<file path="src/sv/assert_macros.svh">
// assertion macros shared by the blend block
// no dependencies; included by the top level only
`ifndef ASSERT_MACROS_SVH
`define ASSERT_MACROS_SVH

`ifndef SYNTHESIS
// same-cycle implication
`define SABL_ASSERT_IMP(lbl, clk, rst_n, ante, cons) \
    lbl: assert property (@(posedge clk) disable iff (!rst_n) (ante) |-> (cons)) \
        else $error("assertion failed");
// next-cycle implication
`define SABL_ASSERT_NXT(lbl, clk, rst_n, ante, cons) \
    lbl: assert property (@(posedge clk) disable iff (!rst_n) (ante) |=> (cons)) \
        else $error("assertion failed");
`else
`define SABL_ASSERT_IMP(lbl, clk, rst_n, ante, cons)
`define SABL_ASSERT_NXT(lbl, clk, rst_n, ante, cons)
`endif

`endif

</file>
<file path="src/sv/sabl_pkg.sv">
// types, register indexes and channel arithmetic for the sprite blend block
// no dependencies; imported by every module of the block
package sabl_pkg;

    localparam int PIX_W     = 32;
    localparam int CH_W      = 8;
    localparam int NUM_CH    = 4;
    localparam int NUM_TAPS  = 4;
    localparam int IN_W      = 5 * PIX_W;
    localparam int CFG_IDX_W = 2;

    localparam logic [CFG_IDX_W-1:0] CFG_FRAC_X = 2'd0;
    localparam logic [CFG_IDX_W-1:0] CFG_FRAC_Y = 2'd1;

    typedef logic [NUM_TAPS-1:0][CH_W-1:0] weights_t;

    // one resampled sprite pixel waiting to be blended
    typedef struct packed {
        logic [PIX_W-1:0] sum;
        logic [PIX_W-1:0] dest;
        logic             blend;
    } q_entry_t;

    typedef struct packed {
        logic full;
        logic empty;
    } q_stat_t;

    // (a*b)>>8 on two 8-bit values
    function automatic logic [CH_W-1:0] mul_shr8(input logic [CH_W-1:0] a,
                                                 input logic [CH_W-1:0] b);
        logic [2*CH_W-1:0] p;
        p = {{CH_W{1'b0}}, a} * {{CH_W{1'b0}}, b};
        return p[2*CH_W-1:CH_W];
    endfunction

    // every channel scaled by one weight
    function automatic logic [PIX_W-1:0] scale_argb(input logic [PIX_W-1:0] c,
                                                    input logic [CH_W-1:0]  w);
        logic [PIX_W-1:0] r;
        r = '0;
        for (int i = 0; i < NUM_CH; i++)
        begin
            r[CH_W*i +: CH_W] = mul_shr8(c[CH_W*i +: CH_W], w);
        end
        return r;
    endfunction

    // per channel add, clamped at full scale
    function automatic logic [PIX_W-1:0] add_argb(input logic [PIX_W-1:0] a,
                                                  input logic [PIX_W-1:0] b);
        logic [PIX_W-1:0] r;
        logic [CH_W:0]    s;
        r = '0;
        for (int i = 0; i < NUM_CH; i++)
        begin
            s = {1'b0, a[CH_W*i +: CH_W]} + {1'b0, b[CH_W*i +: CH_W]};
            r[CH_W*i +: CH_W] = s[CH_W] ? {CH_W{1'b1}} : s[CH_W-1:0];
        end
        return r;
    endfunction

endpackage

</file>
<file path="src/sv/sabl_queue.sv">
// short queue of resampled pixels between front and back
// depends on sabl_pkg
module sabl_queue
    import sabl_pkg::*;
#(
    parameter int DEPTH = 2
)
(
    input  logic     clk,
    input  logic     rst_n,
    input  logic     in_valid,
    output logic     in_ready,
    input  q_entry_t in_entry,
    output logic     out_valid,
    input  logic     out_ready,
    output q_entry_t out_entry,
    output q_stat_t  stat
);

    localparam int PTR_W = $clog2(DEPTH);
    localparam int CNT_W = $clog2(DEPTH + 1);

    q_entry_t             mem_reg [DEPTH];
    logic [PTR_W-1:0]     wr_ptr_reg, wr_ptr_next;
    logic [PTR_W-1:0]     rd_ptr_reg, rd_ptr_next;
    logic [CNT_W-1:0]     count_reg, count_next;
    logic                 push, pop;

    assign in_ready   = (count_reg != CNT_W'(DEPTH));
    assign out_valid  = (count_reg != '0);
    assign out_entry  = mem_reg[rd_ptr_reg];
    assign stat.full  = !in_ready;
    assign stat.empty = !out_valid;

    assign push = in_valid && in_ready;
    assign pop  = out_valid && out_ready;

    always_comb
    begin
        wr_ptr_next = wr_ptr_reg;
        rd_ptr_next = rd_ptr_reg;
        count_next  = count_reg;
        if (push)
        begin
            wr_ptr_next = (wr_ptr_reg == PTR_W'(DEPTH - 1)) ? '0 : PTR_W'(wr_ptr_reg + 1'b1);
        end
        if (pop)
        begin
            rd_ptr_next = (rd_ptr_reg == PTR_W'(DEPTH - 1)) ? '0 : PTR_W'(rd_ptr_reg + 1'b1);
        end
        if (push && !pop)
        begin
            count_next = CNT_W'(count_reg + 1'b1);
        end
        else if (pop && !push)
        begin
            count_next = CNT_W'(count_reg - 1'b1);
        end
    end

    always_ff @(posedge clk or negedge rst_n)
    begin
        if (!rst_n)
        begin
            wr_ptr_reg <= '0;
            rd_ptr_reg <= '0;
            count_reg  <= '0;
        end
        else
        begin
            wr_ptr_reg <= wr_ptr_next;
            rd_ptr_reg <= rd_ptr_next;
            count_reg  <= count_next;
        end
    end

    always_ff @(posedge clk)
    begin
        if (push)
        begin
            mem_reg[wr_ptr_reg] <= in_entry;
        end
    end

endmodule

</file>
<file path="src/sv/sabl_front.sv">
// front end: fraction registers, weight stage and resample stage
// depends on sabl_pkg; feeds sabl_queue
module sabl_front
    import sabl_pkg::*;
(
    input  logic                 clk,
    input  logic                 rst_n,
    input  logic                 cfg_valid,
    input  logic [CFG_IDX_W-1:0] cfg_index,
    input  logic [CH_W-1:0]      cfg_data,
    input  logic                 s_tvalid,
    output logic                 s_tready,
    input  logic [IN_W-1:0]      s_tdata,
    output logic                 q_valid,
    input  logic                 q_ready,
    output q_entry_t             q_entry
);

    logic [CH_W-1:0] frac_x_reg, frac_x_next;
    logic [CH_W-1:0] frac_y_reg, frac_y_next;

    logic            a_valid_reg, a_valid_next;
    logic [IN_W-1:0] a_pix_reg, a_pix_next;
    weights_t        a_wgt_reg, a_wgt_next;
    logic            a_ready;

    logic            b_valid_reg, b_valid_next;
    q_entry_t        b_entry_reg, b_entry_next;
    logic            b_ready;

    logic [PIX_W-1:0] sum;

    // configuration writes
    always_comb
    begin
        frac_x_next = frac_x_reg;
        frac_y_next = frac_y_reg;
        if (cfg_valid)
        begin
            case (cfg_index)
                CFG_FRAC_X: frac_x_next = cfg_data;
                CFG_FRAC_Y: frac_y_next = cfg_data;
                default:    ;
            endcase
        end
    end

    assign b_ready  = !b_valid_reg || q_ready;
    assign a_ready  = !a_valid_reg || b_ready;
    assign s_tready = a_ready;

    // weight stage: ~f is 255-f on eight bits
    always_comb
    begin
        a_valid_next = a_ready ? s_tvalid : a_valid_reg;
        a_pix_next   = a_pix_reg;
        a_wgt_next   = a_wgt_reg;
        if (a_ready && s_tvalid)
        begin
            a_pix_next    = s_tdata;
            a_wgt_next[0] = mul_shr8(frac_x_reg, frac_y_reg);
            a_wgt_next[1] = mul_shr8(~frac_x_reg, frac_y_reg);
            a_wgt_next[2] = mul_shr8(frac_x_reg, ~frac_y_reg);
            a_wgt_next[3] = mul_shr8(~frac_x_reg, ~frac_y_reg);
        end
    end

    // resample stage
    always_comb
    begin
        sum = add_argb(
                  add_argb(
                      add_argb(scale_argb(a_pix_reg[0*PIX_W +: PIX_W], a_wgt_reg[0]),
                               scale_argb(a_pix_reg[1*PIX_W +: PIX_W], a_wgt_reg[1])),
                      scale_argb(a_pix_reg[2*PIX_W +: PIX_W], a_wgt_reg[2])),
                  scale_argb(a_pix_reg[3*PIX_W +: PIX_W], a_wgt_reg[3]));
        b_valid_next = b_ready ? a_valid_reg : b_valid_reg;
        b_entry_next = b_entry_reg;
        if (b_ready && a_valid_reg)
        begin
            b_entry_next.sum   = sum;
            b_entry_next.dest  = a_pix_reg[4*PIX_W +: PIX_W];
            b_entry_next.blend = (sum[PIX_W-1 -: CH_W] != '0);
        end
    end

    assign q_valid = b_valid_reg;
    assign q_entry = b_entry_reg;

    always_ff @(posedge clk or negedge rst_n)
    begin
        if (!rst_n)
        begin
            frac_x_reg  <= '0;
            frac_y_reg  <= '0;
            a_valid_reg <= 1'b0;
            b_valid_reg <= 1'b0;
        end
        else
        begin
            frac_x_reg  <= frac_x_next;
            frac_y_reg  <= frac_y_next;
            a_valid_reg <= a_valid_next;
            b_valid_reg <= b_valid_next;
        end
    end

    always_ff @(posedge clk)
    begin
        a_pix_reg   <= a_pix_next;
        a_wgt_reg   <= a_wgt_next;
        b_entry_reg <= b_entry_next;
    end

endmodule

</file>
<file path="src/sv/sabl_back.sv">
// back end: alpha blend over the destination and output register
// depends on sabl_pkg; drains sabl_queue
module sabl_back
    import sabl_pkg::*;
(
    input  logic             clk,
    input  logic             rst_n,
    input  logic             q_valid,
    output logic             q_ready,
    input  q_entry_t         q_entry,
    output logic             m_tvalid,
    input  logic             m_tready,
    output logic [PIX_W-1:0] m_tdata,
    output logic [0:0]       m_tuser
);

    logic             out_valid_reg, out_valid_next;
    logic [PIX_W-1:0] out_pixel_reg, out_pixel_next;
    logic             changed_reg, changed_next;
    logic [CH_W-1:0]  alpha;
    logic [PIX_W-1:0] blended;

    assign q_ready = !out_valid_reg || m_tready;

    always_comb
    begin
        alpha   = q_entry.sum[PIX_W-1 -: CH_W];
        blended = add_argb(scale_argb(q_entry.sum, alpha), scale_argb(q_entry.dest, ~alpha));
        out_valid_next = q_ready ? q_valid : out_valid_reg;
        out_pixel_next = out_pixel_reg;
        changed_next   = changed_reg;
        if (q_ready && q_valid)
        begin
            // zero alpha passes the destination through
            out_pixel_next = q_entry.blend ? blended : q_entry.dest;
            changed_next   = q_entry.blend;
        end
    end

    assign m_tvalid   = out_valid_reg;
    assign m_tdata    = out_pixel_reg;
    assign m_tuser[0] = changed_reg;

    always_ff @(posedge clk or negedge rst_n)
    begin
        if (!rst_n)
        begin
            out_valid_reg <= 1'b0;
        end
        else
        begin
            out_valid_reg <= out_valid_next;
        end
    end

    always_ff @(posedge clk)
    begin
        out_pixel_reg <= out_pixel_next;
        changed_reg   <= changed_next;
    end

endmodule

</file>
<file path="src/sv/subpixel_sprite_alpha_blend_top.sv">
// top level of the sub-pixel sprite resample and alpha blend block
// depends on sabl_pkg, sabl_front, sabl_queue, sabl_back and assert_macros.svh

// Resamples one sprite pixel from four ARGB8888 neighbors with the sub-pixel
// fractions frac_x (index 0) and frac_y (index 1), then blends it over the
// destination pixel by its own alpha; zero alpha returns the destination and
// clears changed. Fully pipelined: one pixel per clock is taken and delivered
// in steady state while m_tready stays high. An input transaction passes the
// weight multiply, the channel multiply and sum, the queue and the blend multiply
// into the output register. The queue of QUEUE_DEPTH entries (at least 2) lets the
// front keep accepting while the output side is stalled. No clearing pass
// follows reset. Write configuration only while no pixel is in flight.
`include "assert_macros.svh"

module subpixel_sprite_alpha_blend_top
    import sabl_pkg::*;
#(
    parameter int QUEUE_DEPTH = 2
)
(
    input  logic                 clk,
    input  logic                 rst_n,
    input  logic                 cfg_valid,
    output logic                 cfg_ready,
    input  logic [CFG_IDX_W-1:0] cfg_index,
    input  logic [CH_W-1:0]      cfg_data,
    input  logic                 s_tvalid,
    output logic                 s_tready,
    // top_left, top_right, bottom_left, bottom_right, dest_pixel
    input  logic [IN_W-1:0]      s_tdata,
    output logic                 m_tvalid,
    input  logic                 m_tready,
    // out_pixel
    output logic [PIX_W-1:0]     m_tdata,
    // changed
    output logic [0:0]           m_tuser
);

    logic     f_valid, f_ready;
    q_entry_t f_entry;
    logic     q_valid, q_ready;
    q_entry_t q_entry;
    q_stat_t  q_stat;

    assign cfg_ready = 1'b1;

    sabl_front u_front (
        .clk       (clk),
        .rst_n     (rst_n),
        .cfg_valid (cfg_valid),
        .cfg_index (cfg_index),
        .cfg_data  (cfg_data),
        .s_tvalid  (s_tvalid),
        .s_tready  (s_tready),
        .s_tdata   (s_tdata),
        .q_valid   (f_valid),
        .q_ready   (f_ready),
        .q_entry   (f_entry)
    );

    sabl_queue #(
        .DEPTH (QUEUE_DEPTH)
    ) u_queue (
        .clk       (clk),
        .rst_n     (rst_n),
        .in_valid  (f_valid),
        .in_ready  (f_ready),
        .in_entry  (f_entry),
        .out_valid (q_valid),
        .out_ready (q_ready),
        .out_entry (q_entry),
        .stat      (q_stat)
    );

    sabl_back u_back (
        .clk      (clk),
        .rst_n    (rst_n),
        .q_valid  (q_valid),
        .q_ready  (q_ready),
        .q_entry  (q_entry),
        .m_tvalid (m_tvalid),
        .m_tready (m_tready),
        .m_tdata  (m_tdata),
        .m_tuser  (m_tuser)
    );

    // a full queue always has something to offer the back end
    `SABL_ASSERT_IMP(a_full_nonempty, clk, rst_n, q_stat.full, q_valid && !q_stat.empty)
    // blend flag matches the resampled alpha
    `SABL_ASSERT_IMP(a_flag_alpha, clk, rst_n, q_valid,
                     q_entry.blend == (q_entry.sum[PIX_W-1 -: CH_W] != '0))
    // zero alpha transaction comes out as the destination, unchanged
    `SABL_ASSERT_NXT(a_pass_dest, clk, rst_n, q_valid && q_ready && !q_entry.blend,
                     m_tvalid && !m_tuser[0] && m_tdata == $past(q_entry.dest))

endmodule

</file>
<file path="config.mk">
export PLATFORM = sky130hd
export DESIGN_NAME = subpixel_sprite_alpha_blend_top
export DESIGN_NICKNAME = d
export VERILOG_FILES = /design/src/sv/sabl_pkg.sv /design/src/sv/sabl_queue.sv /design/src/sv/sabl_front.sv /design/src/sv/sabl_back.sv /design/src/sv/subpixel_sprite_alpha_blend_top.sv
export VERILOG_INCLUDE_DIRS = /design/src /design/src/sv
export SDC_FILE = /design/constraint.sdc
export NUM_CORES = 2
export LEC_CHECK = 0
export BUFFER_PORTS_ARGS = -buffer_cell sky130_fd_sc_hd__buf_2
export CAP_MARGIN = 40
export CORE_UTILIZATION = 60
export CTS_CLUSTER_SIZE = 25
export DETAILED_ROUTE_END_ITERATION = 8
export PLACE_DENSITY = 0.76
export SLEW_MARGIN = 20
export SYNTH_ARGS = -nofsm -noshare
export SYNTH_HDL_FRONTEND = slang
export SYNTH_HIERARCHICAL = 1
export SYNTH_SLANG_ARGS = --single-unit
</file>
<file path="constraint.sdc">
create_clock -name clk -period 14.4 [get_ports clk]
set_clock_uncertainty 0.1 [all_clocks]
set_input_delay 2.88 -clock clk [delete_from_list [all_inputs] [get_ports clk]]
set_output_delay 2.88 -clock clk [all_outputs]
set_load 0.02 [all_outputs]
</file>
After elaboration in Yosys (flattened, before gate mapping)
Memories as Yosys holds them, arrays and structs flattened.
Index checks and enable logic that the tools add are counted.
{"block": "word_totals", "ff_bits": 313, "mem_count": 1, "output_inout_bits": 36, "ram_bits": 130, "word_cells": 115, "in_bits": 175}
{"name": "u_queue.mem_reg", "depth": 2, "word_bits": 65, "read_ports": 1, "rd_ports_with_merged_regs": 0, "wr": 1, "line_no": "sabl_queue.sv:23", "rtl": "q_entry_t mem_reg [DEPTH];"}
{"block": "classes", "mul": 28, "eq_ne": 2, "add_sub_neg": 20, "n_mux": 20, "bitwise": 3, "reduce_logical": 20}
{"operator": "multiplier 8 x 8 -> 16 bit", "n": 28}
{"operator": "adder 8 x 8 -> 9 bit", "n": 16}
{"operator": "two-way mux 8 bit", "n": 13}
{"operator": "two-way mux 32 bit", "n": 1}
{"operator": "inverter 8 bit", "n": 3}
{"operator": "nonzero test 8 bit", "n": 1}
{"operator": "logical AND 1 bit", "n": 6}
{"operator": "logical NOT 1 bit", "n": 5}
{"operator": "two-way mux 1 bit", "n": 4}
{"operator": "two-way mux 2 bit", "n": 2}
{"operator": "AND reduction 2 bit", "n": 2}
{"operator": "nonzero test 2 bit", "n": 2}
{"operator": "logical OR 1 bit", "n": 3}
{"operator": "adder 1 bit, second input constant", "n": 2}
{"operator": "adder 2 x 1 -> 2 bit, second input constant", "n": 1}
{"operator": "== test 2 x 1 -> 1 bit, second input constant", "n": 1}
{"operator": "logical NOT 2 bit", "n": 1}
{"operator": "!= test 2 bit, second input constant", "n": 1}
{"operator": "subtractor 2 x 1 -> 2 bit, second input constant", "n": 1}

Longest topological paths before layout
{"block": "depth", "ltp_word": 8, "depth_mapped": 43, "mapped_depth_nobuf": 42}

Cells and area by module
Netlist, hierarchy kept.
{"mod": "sabl_front", "instances": 1, "cells_each": 5183, "seq_area_each_um2": 8167.8, "area_per_inst_um2": 49502.5}
{"mod": "sabl_back", "instances": 1, "cells_each": 1898, "seq_area_each_um2": 1016.0, "area_per_inst_um2": 17304.1}
{"mod": "sabl_queue", "instances": 1, "cells_each": 222, "seq_area_each_um2": 4003.8, "area_per_inst_um2": 5053.6}
{"mod": "subpixel_sprite_alpha_blend_top", "instances": 1, "cells_each": 2, "seq_area_each_um2": 0.0, "area_per_inst_um2": 11.3}

Worst setup path before layout
OpenSTA, ideal clock, no wires.
{"block": "synth_timing", "kind": "register -> register", "from": "register u_front/a_wgt_reg[10] (netlist bit)", "to": "register u_front.b_entry_reg, in the netlist u_front/q_entry[0], data pin", "path_buffers": 1, "arrival_time_ns": 9.656, "required_time_ns": 14.030, "path_slack_ns": 4.374, "stages_incl_launch_ff": 40, "setup_time_ns": 0.270, "synth_period_minus_slack_ns": 10.026, "cell_sequence": "edfxtp_1 clkbuf_1 nand2_1 fa_1 fa_1 inv_1 fa_1 fa_1 ha_1 a2111oi_0 o31ai_1 and3_1 nor2_1 xnor2_1 fa_1 a21o_1 a21oi_1 o21bai_1 [4 not listed] ha_1 fa_1 a21o_1 a21oi_1 o21bai_1 a21oi_1 nor2_1 a211oi_2 nand2b_1 ha_1 fa_1 a21o_1 a21oi_1 o21bai_1 o21ba_2 o22ai_4 o21ai_0 or3b_2"}
{"block": "synth_between", "elab_chain_cells": 8}
{"element": "from (decl)", "line_no": "sabl_front.sv:24", "rtl": "weights_t a_wgt_reg, a_wgt_next;"}
{"element": "from (signal assigned)", "line_no": "sabl_front.sv:111", "rtl": "a_wgt_reg <= a_wgt_next;"}
{"element": "multiplier 8 x 8 -> 16 bit", "line_no": "sabl_pkg.sv:33", "rtl": "p = {{CH_W{1'b0}}, a} * {{CH_W{1'b0}}, b};"}
{"element": "adder 8 x 8 -> 9 bit", "line_no": "sabl_pkg.sv:57", "rtl": "s = {1'b0, a[CH_W*i +: CH_W]} + {1'b0, b[CH_W*i +: CH_W]};"}
{"element": "two-way mux 8 bit", "line_no": "sabl_pkg.sv:58", "rtl": "r[CH_W*i +: CH_W] = s[CH_W] ? {CH_W{1'b1}} : s[CH_W-1:0];"}
{"element": "adder 8 x 8 -> 9 bit", "line_no": "sabl_pkg.sv:57"}
{"element": "two-way mux 8 bit", "line_no": "sabl_pkg.sv:58"}
{"element": "adder 8 x 8 -> 9 bit", "line_no": "sabl_pkg.sv:57"}
{"element": "two-way mux 8 bit", "line_no": "sabl_pkg.sv:58"}
{"element": "named net u_front.sum[29]", "line_no": "sabl_front.sv:31", "rtl": "logic [PIX_W-1:0] sum;"}
{"element": "nonzero test 8 bit", "line_no": "sabl_front.sv:83", "rtl": "b_entry_next.blend = (sum[PIX_W-1 -: CH_W] != '0);"}
{"element": "to (signal assigned)", "line_no": "sabl_front.sv:112", "rtl": "b_entry_reg <= b_entry_next;"}
{"element": "to (decl)", "line_no": "sabl_front.sv:28", "rtl": "q_entry_t b_entry_reg, b_entry_next;"}
The timed path passes the listed nets, and every way through them passes these cells.
A chain may end at the register's enable or synchronous reset.

Final worst setup path
{"block": "layout_timing", "from": "register u_front/a_wgt_reg[3] (netlist bit)", "to": "register u_front.b_entry_reg, in the netlist u_front/q_entry[44], data pin"}
{"block": "layout_between", "elab_chain_cells": 6}
{"element": "multiplier 8 x 8 -> 16 bit", "line_no": "sabl_pkg.sv:33"}
{"element": "adder 8 x 8 -> 9 bit", "line_no": "sabl_pkg.sv:57"}
{"element": "two-way mux 8 bit", "line_no": "sabl_pkg.sv:58"}
{"element": "adder 8 x 8 -> 9 bit", "line_no": "sabl_pkg.sv:57"}
{"element": "two-way mux 8 bit", "line_no": "sabl_pkg.sv:58"}
{"element": "adder 8 x 8 -> 9 bit", "line_no": "sabl_pkg.sv:57"}
Every way passes these cells.

==> impl_metrics.json <==
{
  "status": "finished clean",
  "grt-ovfl-total": 0,
  "area_growth_pct": 6.677,
  "vias": 49850,
  "netlist_area_mm2": 0.07186,
  "drtIter0Drc": 2502,
  "slowest_stage": "edfxtp_1",
  "hold_path.class": "flop to flop",
  "drv_cap": 0,
  "ff2ff_setup_slack_ps": 3300,
  "antenna_cells": 0,
  "antenna_found_initial": 8,
  "port_buffers": 209,
  "fmax_ghz": 0.09010,
  "postCtsResizedCells": 0,
  "via_per_inst": 5.498,
  "cts_hold_buffers": 0,
  "wl_per_cell_um": 17.85,
  "die_w_um": 348.1,
  "clk_pin_slew_ps": 60,
  "cts-root-buf": "clkbuf_16",
  "dr.pass1.iters": 5,
  "synthCells": 7303,
  "grt_pass1_wl_mm": 269.7,
  "cts_num_sinks": 443,
  "drive_above_1_share_pct": 7.111,
  "critical_path_class": "flop to flop",
  "grt_max_degree": 129,
  "r2r_end": "u_front/q_entry[44]",
  "r2r-start": "u_front/a_wgt_reg[3]",
  "min_to": "u_front/q_entry[31]",
  "min_path_cells": 0,
  "pin_count": 211,
  "synthesis.nets": 9511,
  "cts_setup_buffers": 0,
  "ys_warn_count": 6,
  "grt_pass1_vias": 53930,
  "start_util_pct": 60.70,
  "dp_hpwl_mm": 127.4,
  "grt_usage_pct": 27.70,
  "period_share_pct": 77.08,
  "largest_register_ffs": 160,
  "core_area_mm2": 0.1184,
  "critPathMaxStageDelay_ps": 670,
  "die_h_um": 348.1,
  "clk_latency_ps": 680,
  "final-hold-violation-count": 0,
  "htreeDepth": 2,
  "critPathMostFrequentCell": "fa_1",
  "rows": 126,
  "timing.final.max_slew_violations": 0,
  "synth_area_per_cell_um2": 9.840,
  "worst_pin_slew_ps": 951.7,
  "worst_setup_path_end_kind": "flop",
  "finalNetCount": 9631,
  "hp-start": "u_front/a_pix_reg[158]",
  "period_minus_slack_ps": 11100,
  "wl_mm": 161.8,
  "setup-violations-final": 0,
  "critical_path.max_fanout": 17,
  "clockBufferDepth": 3,
  "reg2regPathDepth": 40,
  "rsz0062_at_grt": "no",
  "cts_tree": "built",
  "cp-start-kind": "flop",
  "crit_required_ps": 14700,
  "cts_buffers": 54,
  "relSlewSlack_pct": 36.55,
  "worst-endpoint-arrival_ps": 11390,
  "die-area_mm2": 0.1212,
  "drc_errors": 0,
  "globalplace.congestion": 0.9338,
  "ant_nets": 0,
  "setup_tns_ps": 0
}
cell type report:
class                      instances  area (um^2)
tap                             1600         2002
timing repair buffer             286         1767
clock inverter                    38        484.2
sequential                       443        13190
multi-input combinational       5350        52970
inverter                        1288         4835
clock buffer                      62         1413
fill                            9418        41730
layout by cell type, fill, tap and decap left out, types with 73 or more instances in the layout:
| cell | count |
|---|---|
| nor2b_1 | 317 |
| xor2_1 | 102 |
| nand2_1 | 680 |
| fa_1 | 984 |
| nand2b_1 | 131 |
| inv_1 | 1288 |
| ha_1 | 1049 |
| edfxtp_1 | 420 |
| a21oi_1 | 160 |
| and2_1 | 735 |
| o21ai_0 | 107 |
| xnor2_1 | 181 |
| buf_2 | 210 |
| nor2_1 | 219 |
| a21o_1 | 73 |
worst max-delay path: cells and delay by family, from the launching register on:
kind / cells / cell delay, ps
AOI/OAI and AO/OA: 18 / 4650
xor gates and xnor gates: 1 / 210
buffers and inverters: 3 / 380
adders and majority gates: 10 / 3840
and+or+nand+nor: 8 / 1010
DFF: 1 / 670
how the worst max path moves through the flow:
stage / from / to / slack [ps] / cells past startpoint
floorplan: u_front/a_wgt_reg[10] / u_front/q_entry[0] / 4370 / 39
global placement: u_front/a_wgt_reg[3] / u_front/q_entry[42] / 3560 / 39
detailed placement: u_front/a_wgt_reg[10] / u_front/q_entry[0] / 3300 / 41
CTS: u_front/a_wgt_reg[10] / u_front/q_entry[0] / 3360 / 41
global route: u_front/a_wgt_reg[10] / u_front/q_entry[0] / 2500 / 41
finish: u_front/a_wgt_reg[3] / u_front/q_entry[44] / 3300 / 40
metal layers:
metal	vias to the layer above	wire length [um]	GRT usage [%]
li1	23470	-	-
met1	25050	68290	34.89
met2	1090	81460	49.61
met3	236	7198	3.123
met4	8	4844	8.730
met5	-	56	0
per-stage QoR:
| stage | setup slack [ps] | std cells | cell area (um^2) | hold WS, ps | utilization, % |
|---|---|---|---|---|---|
| 2_1_floorplan | 4374 | 7303 | 71860 | 300.3 | - |
| 3_3_place_gp | 3556 | 8945 | 74470 | 301.6 | 62.90 |
| 3_5_place_dp | 3304 | 8964 | 74730 | 304.5 | 63.11 |
| 4_1_cts | 3359 | 9064 | 76620 | 302.6 | 64.72 |
| 5_1_grt | 2501 | 9067 | 76660 | 316.2 | 64.75 |
| 6_report | 3301 | 9067 | 76660 | 301.1 | 64.75 |
Power is not shown: default switching activity piles up to over one toggle a cycle in this logic, so the estimate is an artifact.
